[src/design/ufp_pkg.sv]
// Types and constants shared by the UART buffer pair with RTS/CTS flow control.
`timescale 1ns / 1ps
`default_nettype none

package ufp_pkg;

  localparam int unsigned OP_W        = 3;
  localparam int unsigned BYTE_W      = 8;
  localparam int unsigned THR_W       = 8;
  localparam int unsigned RX_LEVEL_W  = 8;
  localparam int unsigned TX_LEVEL_W  = 7;
  localparam int unsigned FAULT_W     = 2;
  localparam int unsigned S_TDATA_W   = 16;
  localparam int unsigned S_TUSER_W   = OP_W;
  localparam int unsigned M_FIELDS_W  = 2 * BYTE_W + 2 + RX_LEVEL_W + TX_LEVEL_W + FAULT_W;
  localparam int unsigned M_TDATA_W   = 40;
  localparam int unsigned M_TDATA_PAD = M_TDATA_W - M_FIELDS_W;
  localparam int unsigned M_TUSER_W   = 2;

  typedef enum logic [OP_W-1:0] {
    OP_LINK_RX    = 3'd0,
    OP_HOST_READ  = 3'd1,
    OP_HOST_WRITE = 3'd2,
    OP_LINE_READY = 3'd3,
    OP_CTS_CHANGE = 3'd4
  } opcode_t;

  typedef enum logic [FAULT_W-1:0] {
    FAULT_NONE        = 2'd0,
    FAULT_RX_OVERFLOW = 2'd1,
    FAULT_RX_EMPTY    = 2'd2,
    FAULT_TX_FULL     = 2'd3
  } fault_t;

  typedef enum logic {
    ST_IDLE = 1'b0,
    ST_EXEC = 1'b1
  } state_t;

  typedef struct packed {
    logic capture;
    logic execute;
  } ufp_cmd_t;

endpackage

`default_nettype wire

[src/design/uart_fifo_pair_rts_cts.sv]
// Top level: UART receive/transmit buffer pair with RTS/CTS flow control.
// Each input transaction is one event (link byte, host read, host write, line ready or CTS
// change) and produces exactly one result transaction. An event is handled first in the
// cycle it is accepted, in which the buffer memories present their registered read data,
// and then in an update cycle; no new event is taken before it ends, as s_tready drops
// for the update cycle, and longer only while the result register is still held by a
// stalled m_tready. RTS (active low) reads back as deasserted once the receive level reaches
// the threshold written on cfg_wdata (reset RX_DEPTH - 2). Overflow, empty reads and full
// writes are dropped and reported in the fault field.
`timescale 1ns / 1ps
`default_nettype none

module uart_fifo_pair_rts_cts #(
  parameter int unsigned RX_DEPTH = 128,
  parameter int unsigned TX_DEPTH = 64
) (
  input  wire logic                           clk,
  input  wire logic                           rst,
  input  wire logic                           s_tvalid,
  output logic                                s_tready,
  // data_byte[7:0], cts_n[8], zero[15:9]
  input  wire logic [ufp_pkg::S_TDATA_W-1:0]  s_tdata,
  // opcode[2:0]
  input  wire logic [ufp_pkg::S_TUSER_W-1:0]  s_tuser,
  output logic                                m_tvalid,
  input  wire logic                           m_tready,
  // host_byte[7:0], line_byte[15:8], rts_n[16], tx_drain_on[17], rx_level[25:18],
  // tx_level[32:26], fault[34:33], zero[39:35]
  output logic      [ufp_pkg::M_TDATA_W-1:0]  m_tdata,
  // host_byte_valid[0], line_byte_valid[1]
  output logic      [ufp_pkg::M_TUSER_W-1:0]  m_tuser,
  input  wire logic                           cfg_we,
  input  wire logic [ufp_pkg::THR_W-1:0]      cfg_wdata
);
  import ufp_pkg::*;

  ufp_cmd_t cmd;

  ufp_ctrl u_ctrl (
    .clk      (clk),
    .rst      (rst),
    .s_tvalid (s_tvalid),
    .s_tready (s_tready),
    .m_tvalid (m_tvalid),
    .m_tready (m_tready),
    .cmd      (cmd)
  );

  ufp_datapath #(
    .RX_DEPTH (RX_DEPTH),
    .TX_DEPTH (TX_DEPTH)
  ) u_datapath (
    .clk       (clk),
    .rst       (rst),
    .cmd       (cmd),
    .s_tdata   (s_tdata),
    .s_tuser   (s_tuser),
    .cfg_we    (cfg_we),
    .cfg_wdata (cfg_wdata),
    .m_tdata   (m_tdata),
    .m_tuser   (m_tuser)
  );

endmodule

`default_nettype wire

[src/design/ufp_ctrl.sv]
// Controller: transaction sequencing and output register valid.
`timescale 1ns / 1ps
`default_nettype none

module ufp_ctrl (
  input  wire logic              clk,
  input  wire logic              rst,
  input  wire logic              s_tvalid,
  output logic                   s_tready,
  output logic                   m_tvalid,
  input  wire logic              m_tready,
  output ufp_pkg::ufp_cmd_t      cmd
);
  import ufp_pkg::*;

  state_t state;
  state_t state_next;
  logic   out_free;

  always_ff @(posedge clk) begin
    if (rst) begin
      state    <= ST_IDLE;
      m_tvalid <= 1'b0;
    end else begin
      state <= state_next;
      if (cmd.execute) begin
        m_tvalid <= 1'b1;
      end else if (m_tready) begin
        m_tvalid <= 1'b0;
      end
    end
  end

  always_comb begin
    out_free    = !m_tvalid || m_tready;
    s_tready    = 1'b0;
    cmd.capture = 1'b0;
    cmd.execute = 1'b0;
    state_next  = state;
    case (state)
      ST_IDLE: begin
        s_tready    = 1'b1;
        cmd.capture = s_tvalid;
        if (s_tvalid) begin
          state_next = ST_EXEC;
        end
      end
      ST_EXEC: begin
        cmd.execute = out_free;
        if (out_free) begin
          state_next = ST_IDLE;
        end
      end
      default: begin
        state_next = ST_IDLE;
      end
    endcase
  end

endmodule

`default_nettype wire

[src/design/ufp_datapath.sv]
// Datapath: receive and transmit ring buffers, flow control state and result register.
`timescale 1ns / 1ps
`default_nettype none

module ufp_datapath #(
  parameter int unsigned RX_DEPTH = 128,
  parameter int unsigned TX_DEPTH = 64
) (
  input  wire logic                            clk,
  input  wire logic                            rst,
  input  wire ufp_pkg::ufp_cmd_t               cmd,
  input  wire logic [ufp_pkg::S_TDATA_W-1:0]   s_tdata,
  input  wire logic [ufp_pkg::S_TUSER_W-1:0]   s_tuser,
  input  wire logic                            cfg_we,
  input  wire logic [ufp_pkg::THR_W-1:0]       cfg_wdata,
  output logic      [ufp_pkg::M_TDATA_W-1:0]   m_tdata,
  output logic      [ufp_pkg::M_TUSER_W-1:0]   m_tuser
);
  import ufp_pkg::*;

  localparam int unsigned RXAW = $clog2(RX_DEPTH);
  localparam int unsigned RXCW = $clog2(RX_DEPTH + 1);
  localparam int unsigned TXAW = $clog2(TX_DEPTH);
  localparam int unsigned TXCW = $clog2(TX_DEPTH + 1);

  logic [BYTE_W-1:0] rx_mem [RX_DEPTH];
  logic [BYTE_W-1:0] tx_mem [TX_DEPTH];
  logic [BYTE_W-1:0] rx_rd_data;
  logic [BYTE_W-1:0] tx_rd_data;

  logic [RXAW-1:0] rx_wr_ptr;
  logic [RXAW-1:0] rx_rd_ptr;
  logic [RXCW-1:0] rx_count;
  logic [RXCW-1:0] rx_count_next;
  logic [TXAW-1:0] tx_wr_ptr;
  logic [TXAW-1:0] tx_rd_ptr;
  logic [TXCW-1:0] tx_count;
  logic [TXCW-1:0] tx_count_next;
  logic            drain_enable;
  logic            drain_enable_next;
  logic [THR_W-1:0] rts_threshold;

  logic [OP_W-1:0]   op;
  logic [BYTE_W-1:0] din;
  logic              cts_n_q;

  logic rx_push, rx_pop, tx_push, tx_pop;
  logic rx_full, rx_empty, tx_full, tx_empty;
  fault_t fault;
  logic [BYTE_W-1:0]     host_byte;
  logic [BYTE_W-1:0]     line_byte;
  logic                  rts_n;
  logic [RX_LEVEL_W-1:0] rx_level;
  logic [TX_LEVEL_W-1:0] tx_level;

  always_ff @(posedge clk) begin
    if (cmd.capture) begin
      op      <= s_tuser;
      din     <= s_tdata[BYTE_W-1:0];
      cts_n_q <= s_tdata[BYTE_W];
    end
  end

  always_ff @(posedge clk) begin
    if (cmd.execute && rx_push) begin
      rx_mem[rx_wr_ptr] <= din;
    end
    rx_rd_data <= rx_mem[rx_rd_ptr];
  end

  always_ff @(posedge clk) begin
    if (cmd.execute && tx_push) begin
      tx_mem[tx_wr_ptr] <= din;
    end
    tx_rd_data <= tx_mem[tx_rd_ptr];
  end

  always_comb begin
    rx_full           = rx_count == RXCW'(RX_DEPTH);
    rx_empty          = rx_count == '0;
    tx_full           = tx_count == TXCW'(TX_DEPTH);
    tx_empty          = tx_count == '0;
    rx_push           = 1'b0;
    rx_pop            = 1'b0;
    tx_push           = 1'b0;
    tx_pop            = 1'b0;
    fault             = FAULT_NONE;
    drain_enable_next = drain_enable;
    case (opcode_t'(op))
      OP_LINK_RX: begin
        if (rx_full) begin
          fault = FAULT_RX_OVERFLOW;
        end else begin
          rx_push = 1'b1;
        end
      end
      OP_HOST_READ: begin
        if (rx_empty) begin
          fault = FAULT_RX_EMPTY;
        end else begin
          rx_pop = 1'b1;
        end
      end
      OP_HOST_WRITE: begin
        if (tx_full) begin
          fault = FAULT_TX_FULL;
        end else begin
          tx_push = 1'b1;
          if (!cts_n_q) begin
            drain_enable_next = 1'b1;
          end
        end
      end
      OP_LINE_READY: begin
        if (drain_enable) begin
          if (tx_empty) begin
            drain_enable_next = 1'b0;
          end else begin
            tx_pop = 1'b1;
          end
        end
      end
      OP_CTS_CHANGE: begin
        if (cts_n_q) begin
          drain_enable_next = 1'b0;
        end else if (!tx_empty) begin
          drain_enable_next = 1'b1;
        end
      end
      default: begin
      end
    endcase

    rx_count_next = rx_count;
    if (rx_push) begin
      rx_count_next = rx_count + RXCW'(1);
    end else if (rx_pop) begin
      rx_count_next = rx_count - RXCW'(1);
    end
    tx_count_next = tx_count;
    if (tx_push) begin
      tx_count_next = tx_count + TXCW'(1);
    end else if (tx_pop) begin
      tx_count_next = tx_count - TXCW'(1);
    end

    host_byte = rx_pop ? rx_rd_data : '0;
    line_byte = tx_pop ? tx_rd_data : '0;
    rts_n     = 32'(rx_count_next) >= 32'(rts_threshold);
    rx_level  = RX_LEVEL_W'(32'(rx_count_next));
    tx_level  = TX_LEVEL_W'(32'(tx_count_next));
  end

  always_ff @(posedge clk) begin
    if (rst) begin
      rx_wr_ptr    <= '0;
      rx_rd_ptr    <= '0;
      rx_count     <= '0;
      tx_wr_ptr    <= '0;
      tx_rd_ptr    <= '0;
      tx_count     <= '0;
      drain_enable <= 1'b0;
    end else if (cmd.execute) begin
      if (rx_push) begin
        rx_wr_ptr <= (rx_wr_ptr == RXAW'(RX_DEPTH - 1)) ? '0 : rx_wr_ptr + RXAW'(1);
      end
      if (rx_pop) begin
        rx_rd_ptr <= (rx_rd_ptr == RXAW'(RX_DEPTH - 1)) ? '0 : rx_rd_ptr + RXAW'(1);
      end
      if (tx_push) begin
        tx_wr_ptr <= (tx_wr_ptr == TXAW'(TX_DEPTH - 1)) ? '0 : tx_wr_ptr + TXAW'(1);
      end
      if (tx_pop) begin
        tx_rd_ptr <= (tx_rd_ptr == TXAW'(TX_DEPTH - 1)) ? '0 : tx_rd_ptr + TXAW'(1);
      end
      rx_count     <= rx_count_next;
      tx_count     <= tx_count_next;
      drain_enable <= drain_enable_next;
    end
  end

  always_ff @(posedge clk) begin
    if (rst) begin
      rts_threshold <= THR_W'(RX_DEPTH - 2);
    end else if (cfg_we) begin
      rts_threshold <= cfg_wdata;
    end
  end

  always_ff @(posedge clk) begin
    if (cmd.execute) begin
      m_tdata <= {{M_TDATA_PAD{1'b0}}, fault, tx_level, rx_level, drain_enable_next, rts_n,
                  line_byte, host_byte};
      m_tuser <= {tx_pop, rx_pop};
    end
  end

  a_rx_bound: assert property (@(posedge clk) disable iff (rst)
    32'(rx_count) <= RX_DEPTH)
    else $error("receive count beyond depth");

  a_tx_bound: assert property (@(posedge clk) disable iff (rst)
    32'(tx_count) <= TX_DEPTH)
    else $error("transmit count beyond depth");

  a_rx_push: assert property (@(posedge clk) disable iff (rst)
    cmd.execute && rx_push |=> rx_count == $past(rx_count) + RXCW'(1))
    else $error("receive push did not advance count");

  a_tx_pop: assert property (@(posedge clk) disable iff (rst)
    cmd.execute && tx_pop |=> tx_count == $past(tx_count) - TXCW'(1) && drain_enable)
    else $error("transmit pop lost count or drain enable");

endmodule

`default_nettype wire
[config.mk]
export PLATFORM = sky130hd
export DESIGN_NAME = uart_fifo_pair_rts_cts
export DESIGN_NICKNAME = d
export VERILOG_FILES = /design/src/design/ufp_pkg.sv /design/src/design/uart_fifo_pair_rts_cts.sv /design/src/design/ufp_ctrl.sv /design/src/design/ufp_datapath.sv
export SDC_FILE = /design/constraint.sdc
export NUM_CORES = 2
export LEC_CHECK = 0
export ABC_AREA = 0
export ABC_CLOCK_PERIOD_IN_PS = 3750
export BUFFER_PORTS_ARGS = -buffer_cell sky130_fd_sc_hd__buf_2
export CAP_MARGIN = 20
export CORE_MARGIN = 1
export CORE_UTILIZATION = 30
export DETAILED_ROUTE_END_ITERATION = 8
export PLACE_DENSITY_LB_ADDON = 0.05
export SLEW_MARGIN = 5
export SYNTH_ARGS = -nofsm -noshare
export SYNTH_HDL_FRONTEND = slang
export SYNTH_HIERARCHICAL = 1
export SYNTH_SLANG_ARGS = --single-unit
[constraint.sdc]
create_clock -name clk -period 3.75 [get_ports clk]
set_input_delay 0.1875 -clock clk [delete_from_list [all_inputs] [get_ports clk]]
set_output_delay 0.1875 -clock clk [all_outputs]
set_load 0.05 [all_outputs]
==> results_dict.tcl <==
set metrics [dict create \
    r2r-start "u_datapath/rx_count[0]" \
    fin_crit_sh 0.921 \
    cp_top_family "simple AND/OR/NAND/NOR gates" \
    clock-sinks 1653 \
    synth.top_cell.area_share 0.738 \
    crit_fanout 11 \
    crit_buf_inv 3 \
    worst_setup_path_start_kind "register" \
    dr.pass1.iters 5 \
    vias 32474 \
    area_growth_pct 17.1 \
    relSlewSlack 0.242 \
    root_buffer "clkbuf_16" \
    slew_viol_final 0 \
    antenna_found_initial 16 \
    ys_async_sr_fraction 0 \
    tightestPinTransition_ns 1.14 \
    worstPathArrival_ns 3.95 \
    worstReg2RegEnd "u_datapath/rx_mem[102][3]" \
    cts-buffers-inserted 178 \
    crit_chain "inv_1, ha_1, nand2b_1, o31a_1, nand2_1, nor2_2, nand3_2, buf_4, nor2_1, buf_4" \
    synth_cells 3218 \
    grt_pass1_vias 33656 \
    rrSetupSlack_ns 0.29 \
    drt_wl_total_um 181000 \
    grt_usage 0.167 \
    fmax_mhz 289 \
    crit_path_max_incr_delay_ns 0.60 \
    place.gp.congestion 0.776 \
    reg2reg_depth 10 \
    htreeDepth 4 \
    cp.required_ns 4.25 \
    hp-class "in2reg" \
    hold_depth 2 \
    min_to "u_datapath/din[7]" \
    rows 169 \
    power.density_nw_per_um2 499 \
    max_cap_viol_count 0 \
    via_per_inst 4.97 \
    rsz0062_at_grt "false" \
    grt_max_degree 193 \
    nFillCells 19749 \
    grt_pass1_wl_um 258000 \
    end_kind "register" \
    cts_max_path_buffers 3 \
    place_ws_ns 0.106 \
    core_um2 213000 \
    cts_tree "yes" \
    crit_type "reg2reg" \
    drtIter0Drc 2951 \
    p_leak_nw 23.1 \
    start_util 0.303 \
    nets 3609 \
    die_w_um 466 \
    final_antenna_net_count 0 \
    avgSynthCellArea_um2 20.0 \
    fin_skew_ns 0.0199 \
    status "complete, no violations" \
    yosysUniqueCellTypes 77 \
    ys_seq_area_frac 0.759 \
    synth_common_cells "edfxtp_1 (1,585), mux4_2 (370), nor2_1 (270), nand2_1 (113), mux2i_1 (105)" \
    hold_buffers 40 \
    io_pins 76 \
    insertion_delay_ns 0.80 \
    slowest_stage "nand3_2" \
    fin_tns_setup_ns 0 \
    hold_viol 0 \
    synthFlopType "edfxtp_1" \
    dp_hpwl_um 111000 \
    fp.dieH_um 466 \
    drive_gt1_frac 0.256 \
    period_minus_slack_ns 3.46 \
    ir_drop_uv 480 \
    synthTopCellsByArea "edfxtp_1 (74%), mux4_2 (13%), dfxtp_1 (2.1%)" \
    routedWlPerCell_um 27.8 \
    hp-start "s_tdata[7]" \
    ys_ff_latch 1653 \
    post_cts_buffers 0 \
    cts_resized 0 \
    crit_top_cell "buf_4" \
    synth.most_common_cell "edfxtp_1" \
    synth_top_area_cell "edfxtp_1" \
    dieArea_um2 217000 \
    mappedNetlistArea_um2 64500 \
    worst_slack_ns 0.295 \
    yosysWarnings 6 \
    setup_viol 0 \
    synth_edf_count 1585 \
    overflow 0 \
    portBuffers 63 \
    drc 0 \
    path_clk_slew_ns 0.06 \
]
## cell families after synthesis
group | Yosys count | share of synthesized area
flops | 1653 | 0.759
simple gates | 546 | 0.0384
mux | 482 | 0.147
compound gates | 266 | 0.0303
buf+inv | 213 | 0.0165
xor+xnor | 40 | 0.00543
fa+ha+maj | 17 | 0.00330
other cells | 1 | 0.0000582
## worst max path at each step
stage	cells after the start	start	end	slack, ns
2_1_floorplan	14	u_datapath/rx_count[3]	u_datapath/m_tdata[16]	0.55
3_3_place_gp	9	u_datapath/rx_rd_ptr[0]	u_datapath/rx_rd_data[6]	0.08
3_5_place_dp	9	u_datapath/rx_rd_ptr[0]	u_datapath/rx_rd_data[6]	0.11
4_1_cts	9	u_datapath/rx_rd_ptr[0]	u_datapath/rx_rd_data[6]	0.11
5_1_grt	10	u_datapath/rx_count[0]	u_datapath/rx_mem[118][5]	0.11
6_report	10	u_datapath/rx_count[0]	u_datapath/rx_mem[102][3]	0.29
## registers in the layout, indices dropped and copies added, names as in the netlist
name	flops
u_ctrl/state	1
u_datapath/cts_n_q	1
u_datapath/tx_rd_data	8
u_datapath/tx_rd_ptr	6
u_datapath/rx_rd_ptr	7
u_datapath/tx_count	7
u_datapath/rx_wr_ptr	7
u_datapath/drain_enable	1
u_ctrl/m_tvalid	1
u_datapath/op	3
u_datapath/tx_mem	512
u_datapath/rx_rd_data	8
u_datapath/rx_mem	1024
u_datapath/m_tdata	35
u_datapath/din	8
u_datapath/tx_wr_ptr	6
u_datapath/m_tuser	2
u_datapath/rx_count	8
u_datapath/rts_threshold	8
## per-layer routing
metal  vias to the layer above  global-route usage  routed length [µm]
met5                         -                   0                  19
met4                         4              0.0382                3250
met3                       203              0.0314                9220
met2                       846               0.258               83000
met1                     17552               0.244               85900
li1                      13869                   -                   -
## layout by cell type, fill, tap and decap left out, types with 10 or more instances in the layout
master	instances
clkinv_1	49
dfxtp_1	60
nor2_1	269
nand2_1	113
mux2i_1	105
and2_1	20
o221ai_1	22
buf_4	208
a211oi_1	35
ha_1	17
o21ai_0	17
o22ai_1	21
mux4_2	370
nor3_1	16
buf_12	34
clkbuf_16	181
clkinv_2	24
inv_1	23
a22o_1	23
edfxtp_1	1585
xnor2_1	18
o211ai_1	13
a21oi_1	46
dlygate4sd3_1	40
nand4_1	10
a2111oi_0	13
buf_2	63
a22oi_1	21
nand3_1	27
nor2b_1	26
xor2_1	22
clkbuf_1	49
## cell type report
class,instances,area [µm²],share of cell area
timing repair buffer,345,2960,0.0392
multi-input combinational,1356,14500,0.192
tap,2821,3530,0.0467
sequential,1653,49000,0.648
antenna,3,7.51,0.0000994
clock inverter,96,738,0.00977
inverter,26,97.6,0.00129
clock buffer,231,4730,0.0626
## per-stage QoR
| stage | std cells | instance area, µm² | utilization | power [mW] | hold WS, ns |
|---|---|---|---|---|---|
| global placement | 6161 | 69700 | 0.327 | 21.4 | 0.369 |
| CTS | 6528 | 75500 | 0.355 | 38.3 | 0.0255 |
| detailed placement | 6161 | 69700 | 0.327 | 21.4 | 0.366 |
| global route | 6529 | 75500 | 0.355 | 39.0 | 0.0641 |
| floorplan | 3222 | 64500 | - | 21.1 | 0.257 |
| finish | 6531 | 75500 | 0.355 | 37.7 | 0.119 |
## where the power goes
part	switching (mW)	internal, mW	total [mW]	leakage, nW
clock	7.14	9.49	16.6	2.67
combinational	0.552	0.157	0.709	5.56
sequential	0.0359	20.3	20.3	14.8
total	7.73	29.9	37.7	23.1
Note: power is estimated with default switching activity, not from simulation.
